### src/hw/rtl/npc_pkg.sv
`timescale 1ns / 1ps
package npc_pkg;

  localparam int FUNC_W = 2;
  localparam int IDX_W  = 10;
  localparam int DIST_W = 34;

  localparam logic [DIST_W-1:0] DIST_MAX = {DIST_W{1'b1}};

  typedef enum logic [FUNC_W-1:0] {
    FUNC_LOAD  = 2'd0,
    FUNC_QUERY = 2'd1,
    FUNC_CLEAR = 2'd2
  } func_t;

  typedef enum logic [2:0] {
    ST_IDLE  = 3'b001,
    ST_SCAN  = 3'b010,
    ST_DRAIN = 3'b100
  } state_t;

endpackage

### src/hw/rtl/npc_dist.sv
`timescale 1ns / 1ps
module npc_dist
  import npc_pkg::*;
#(
  parameter int COORD_WIDTH = 16,
  parameter int TAG_W       = 58
) (
  input  logic                       clk,
  input  logic                       rst_n,
  input  logic                       in_vld,
  input  logic [3*COORD_WIDTH-1:0]   model_pt,
  input  logic [3*COORD_WIDTH-1:0]   query_pt,
  input  logic [TAG_W-1:0]           in_tag,
  output logic                       out_vld,
  output logic [DIST_W-1:0]          out_dist,
  output logic [TAG_W-1:0]           out_tag,
  output logic                       busy
);

  localparam int W   = COORD_WIDTH;
  localparam int SQW = 2 * W;
  localparam int EW  = (SQW > DIST_W) ? SQW : DIST_W;
  localparam int SW  = DIST_W + 1;

  logic [3:0] vld_r;
  logic [TAG_W-1:0] tag1_r, tag2_r, tag3_r, tag4_r;
  logic [W-1:0] mag_r [3];
  logic [W-1:0] mag_nxt [3];
  logic [DIST_W-1:0] sq_r [3];
  logic [DIST_W-1:0] sq_nxt [3];
  logic [DIST_W-1:0] ab_r, ab_nxt, c_r, sum_r, sum_nxt;
  logic [SW-1:0] ab_full, abc_full;

  always_comb begin
    logic signed [W:0] d;
    logic [EW-1:0] me;
    logic [EW-1:0] sq;
    for (int k = 0; k < 3; k++) begin
      d = (W+1)'($signed(model_pt[k*W +: W])) - (W+1)'($signed(query_pt[k*W +: W]));
      mag_nxt[k] = d[W] ? W'(-d) : W'(d);
      me = EW'(mag_r[k]);
      sq = me * me;
      sq_nxt[k] = (sq > EW'(DIST_MAX)) ? DIST_MAX : DIST_W'(sq);
    end
  end

  assign ab_full  = SW'(sq_r[0]) + SW'(sq_r[1]);
  assign ab_nxt   = ab_full[DIST_W] ? DIST_MAX : ab_full[DIST_W-1:0];
  assign abc_full = SW'(ab_r) + SW'(c_r);
  assign sum_nxt  = abc_full[DIST_W] ? DIST_MAX : abc_full[DIST_W-1:0];

  always_ff @(posedge clk) begin
    if (!rst_n) begin
      vld_r <= '0;
    end else begin
      vld_r <= {vld_r[2:0], in_vld};
    end
    for (int k = 0; k < 3; k++) begin
      mag_r[k] <= mag_nxt[k];
      sq_r[k]  <= sq_nxt[k];
    end
    tag1_r <= in_tag;
    tag2_r <= tag1_r;
    ab_r   <= ab_nxt;
    c_r    <= sq_r[2];
    tag3_r <= tag2_r;
    sum_r  <= sum_nxt;
    tag4_r <= tag3_r;
  end

  assign out_vld  = vld_r[3];
  assign out_dist = sum_r;
  assign out_tag  = tag4_r;
  assign busy     = |vld_r;

endmodule

### config.mk
export PLATFORM = sky130hd
export DESIGN_NAME = npc_dist
export DESIGN_NICKNAME = d
export VERILOG_FILES = /design/src/hw/rtl/npc_pkg.sv /design/src/hw/rtl/npc_dist.sv
export SDC_FILE = /design/constraint.sdc
export NUM_CORES = 2
export LEC_CHECK = 0
export ABC_CLOCK_PERIOD_IN_PS = 7300
export BUFFER_PORTS_ARGS = -buffer_cell sky130_fd_sc_hd__buf_2
export CELL_PAD_IN_SITES_DETAIL_PLACEMENT = 1
export CELL_PAD_IN_SITES_GLOBAL_PLACEMENT = 1
export CORE_MARGIN = 1
export CORE_UTILIZATION = 50
export CTS_BUF_LIST = sky130_fd_sc_hd__clkbuf_4
export CTS_CLUSTER_SIZE = 25
export DETAILED_ROUTE_END_ITERATION = 16
export PLACE_DENSITY_LB_ADDON = 0.2
export SLEW_MARGIN = 20
export SYNTH_ARGS = -nofsm -noshare
export SYNTH_HDL_FRONTEND = slang
export SYNTH_SLANG_ARGS = --single-unit
### constraint.sdc
create_clock -name clk -period 7.3 [get_ports clk]
set_clock_uncertainty 0.05 [all_clocks]
set_input_delay 1.46 -clock clk [delete_from_list [all_inputs] [get_ports clk]]
set_output_delay 1.46 -clock clk [all_outputs]
set_load 0.005 [all_outputs]
==> summary.md <==
| Metric | Value |
|---|---|
| Yosys warning count | `0` |
| Residual DRC | `24` |
| Fin. max-slew vios | `0` |
| Met2 usage | `42.80%` |
| CTS tree | `done` |
| Critical path type | `reg2reg` |
| Peak Freq | `146.4 MHz` |
| Synth-to-Final Area Change | `10.90%` |
| Post-synth cell types | `67` |
| Ys flop type | `dfxtp_1` |
| Tmin final | `6.831 ns` |
| Fillcell total | `8372` |
| Crit path top cell by count | `inv_1` |
| Initial DRC Count | `1029` |
| Vias per inst | `a little over 5` |
| Io pins | `roughly 250` |
| Fin crit share | `93.57%` |
| Syn Nets | `4866` |
| Share of cells above drive strength 1 | `12.33%` |
| First-pass GRT wire length | `about 150 mm` |
| Commonest cells after routing, fill and taps aside | `inv_1, fa_1, dfxtp_1` |
| Startpoint Class | `flop` |
| Slowest library cell on the worst path | `fa_1` |
| GRT Resource Usage Total | `24.19%` |
| Async SR Flop Fraction | `0%` |
| Crit-path max FO | `5` |
| Die X | `274.3 microns` |
| Initial antenna violation count | `2` |
| Initial Utilization | `50.63%` |
| Multi-input gate area | `24190 sq um` |
| Final Hold Fails | `0` |
| Routability cong. | `about 0.86` |
| Register area | `9510 sq um` |
| Clock Tree Buf Depth | `3` |
| Clock transition at path regs | `0.07 ns` |
| Root Buffer | `clkbuf_4` |
| #FFs+latches synth | `475` |
| DP HPWL | `between 70 and 80 mm` |
| Cts repair resizes | `0` |
| Htree depth | `3` |
| Sequential fraction of the synthesis area | `25.65%` |
| Most Crowded Layer GR | `met2` |
| Via count | `~26000` |
| Hold WC Path Type | `reg2reg` |
| Area of the core | `73210 sq um` |
| # Post-CTS Setup Buffers | `0` |
| Final Net Count | `5199` |
| Final setup TNS | `0 ns` |
| Most common cell after layout, fill and taps aside | `inv_1` |
| Largest net degree at the start of global routing | `24` |
| Remaining antenna violation count | `0` |
| Post-CTS Hold Fix Bufs | `0` |
| Max-cap violations | `0` |
| Outcome | `complete, but fails checks` |
| Die Area | `75230 sq um` |
| Clock Sinks | `475` |
| Final setup violation count | `0` |
| WP data required | `7.98 ns` |
| Hold slack | `0.1986 ns` |
| Setup crit end kind | `flop` |
| Worst-margin pin slew | `about 0.77 ns` |
| Global route overflow | `0` |
| Drt pass-1 iters | `13` |
| Wire per inst | `17.04 microns` |
| Vias in the first global route | `29050` |
| Synth Instances | `3801` |
| Failing checks | `DRC` |
| Cell Area, Synth | `37070 sq um` |
| RSZ-0062 raised after global routing | `no` |
| # rows | `99` |
| GRT met1 Usage | `30.63%` |
| Max_slew headroom | `between 40% and 50%` |
| Post-synth EDFFs | `0` |
| Routed wire length | `88.48 mm` |
| Post-Syn Area per Cell | `9.752 sq um` |
| Total CTS buffers | `between 100 and 150` |
| PortBufs | `250` |
| Met3 GRT Util | `3.179%` |
| Critical Path AT | `7.51 ns` |
| Die height | `274.3 microns` |
| Critical path's largest stage delay | `0.55 ns` |
| Clock Latency Late Sink | `just over 0.9 ns` |
-- worst max-delay path, delay by kind of cell (launching register included) --
family | cells | cell delay, ns
adders and majority gates | 7 | 3.40
AOI/OAI and AO/OA | 9 | 2.04
buffers and inverters | 7 | 0.57
DFF | 1 | 0.31
xor gates and xnor gates | 1 | 0.14
and+or+nand+nor | 1 | 0.12
-- final timing paths --
| check | end | slack [ns] | depth (start not counted) | startpoint |
|---|---|---|---|---|
| setup / recovery | sq_r[1][28]$_DFF_P_ | 0.47 | 25 | mag_r[0][19]$_DFF_P_ |
| setup reg to reg | sq_r[1][28]$_DFF_P_ | 0.47 | 25 | mag_r[0][19]$_DFF_P_ |
| hold reg to reg | out_tag[24]$_DFF_P_ | 0.20 | 0 | tag3_r[24]$_DFF_P_ |
| hold / removal | out_tag[24]$_DFF_P_ | 0.20 | 0 | tag3_r[24]$_DFF_P_ |
-- logic make-up (layout without fill, tap and decap cells) --
kind of cell / Yosys count / in the layout / synth area share (%)
AND/OR/NAND/NOR: 787 / 787 / 10.23
XOR/XNOR: 233 / 233 / 5.505
flip-flops: 475 / 475 / 25.65
buffers and inverters: 897 / 1329 / 9.083
other: 0 / 1 / 0
AO/OA/AOI/OAI: 492 / 492 / 8.692
adder cells (fa/ha/maj): 908 / 908 / 40.57
multiplexers: 9 / 9 / 0.2633
-- layout make-up --
| type | instances | area share [%] |
|---|---|---|
| Timing Repair Buffer | 283 | 3.646 |
| Sequential cell | 475 | 23.13 |
| Antenna cell | 1 | 0.006087 |
| Tap cell | 959 | 2.919 |
| Inverter | 826 | 7.542 |
| Clock inverter | 51 | 0.8157 |
| Clock buffer | 169 | 3.086 |
| Multi-Input combinational cell | 2429 | 58.85 |
-- synth_stat cells (4+ instances only) --
| library cell | count | share of area (%) |
|---|---|---|
| o21bai_1 | 17 | 0.34 |
| mux2_2 | 5 | 0.15 |
| a21oi_1 | 144 | 1.9 |
| o31a_1 | 6 | 0.14 |
| nor3_1 | 27 | 0.36 |
| o41ai_1 | 5 | 0.12 |
| nand4_1 | 14 | 0.24 |
| a21o_1 | 94 | 1.9 |
| a211oi_1 | 10 | 0.20 |
| a41oi_1 | 4 | 0.095 |
| and2_1 | 126 | 2.1 |
| nand2b_1 | 19 | 0.32 |
| a221oi_1 | 5 | 0.12 |
| o21ai_1 | 5 | 0.067 |
| o211ai_1 | 4 | 0.081 |
| o31ai_1 | 10 | 0.20 |
| nor2b_1 | 44 | 0.74 |
| or2_2 | 20 | 0.34 |
| clkbuf_1 | 70 | 0.71 |
| nor2_1 | 158 | 1.6 |
| xor2_1 | 70 | 1.7 |
| o21ai_0 | 85 | 1.1 |
| nand2_1 | 285 | 2.9 |
| a211o_1 | 6 | 0.14 |
| and4_1 | 6 | 0.14 |
| a21boi_0 | 6 | 0.12 |
| xnor2_1 | 163 | 3.9 |
| o21a_1 | 20 | 0.41 |
| and3_1 | 20 | 0.34 |
| or3_1 | 15 | 0.25 |
| inv_1 | 826 | 8.4 |
| nor4_1 | 9 | 0.15 |
| a31o_2 | 13 | 0.31 |
| nand3_1 | 33 | 0.45 |
| a31oi_1 | 20 | 0.34 |
| dfxtp_1 | 475 | 26 |
| o2111ai_1 | 6 | 0.14 |
| fa_1 | 490 | 26 |
| ha_1 | 418 | 14 |
-- sequential cells by signal, summed over array words and instances, names as in the netlist --
signal and count:
ab_r 33, tag1_r 58, vld_r 4, out_tag 58, tag3_r 58, sq_r 93
mag_r 48, tag2_r 58, c_r 31, out_dist 34
-- layer usage --
layer / vias up / routed length, microns
li1: 12610 / -
met1: 13090 / 38410
met2: 432 / 44490
met3: 121 / 3455
met4: 0 / 2128
met5: - / 0
-- metrics by stage --
step | cell area [sq um] | utilization, % | setup slack, ns | cells
floorplan | 37070 | - | 0.9191 | 3801
global placement | 39500 | 53.96 | 0.6600 | 4972
detailed placement | 39500 | 53.96 | 0.4413 | 4972
CTS | 41100 | 56.15 | 0.3975 | 5192
global route | 41110 | 56.15 | 0.05489 | 5193
finish | 41110 | 56.15 | 0.4694 | 5193
Power is left out: the tool's default activity adds up to more than one toggle a clock period on the data nets, which glitch-free logic cannot reach.
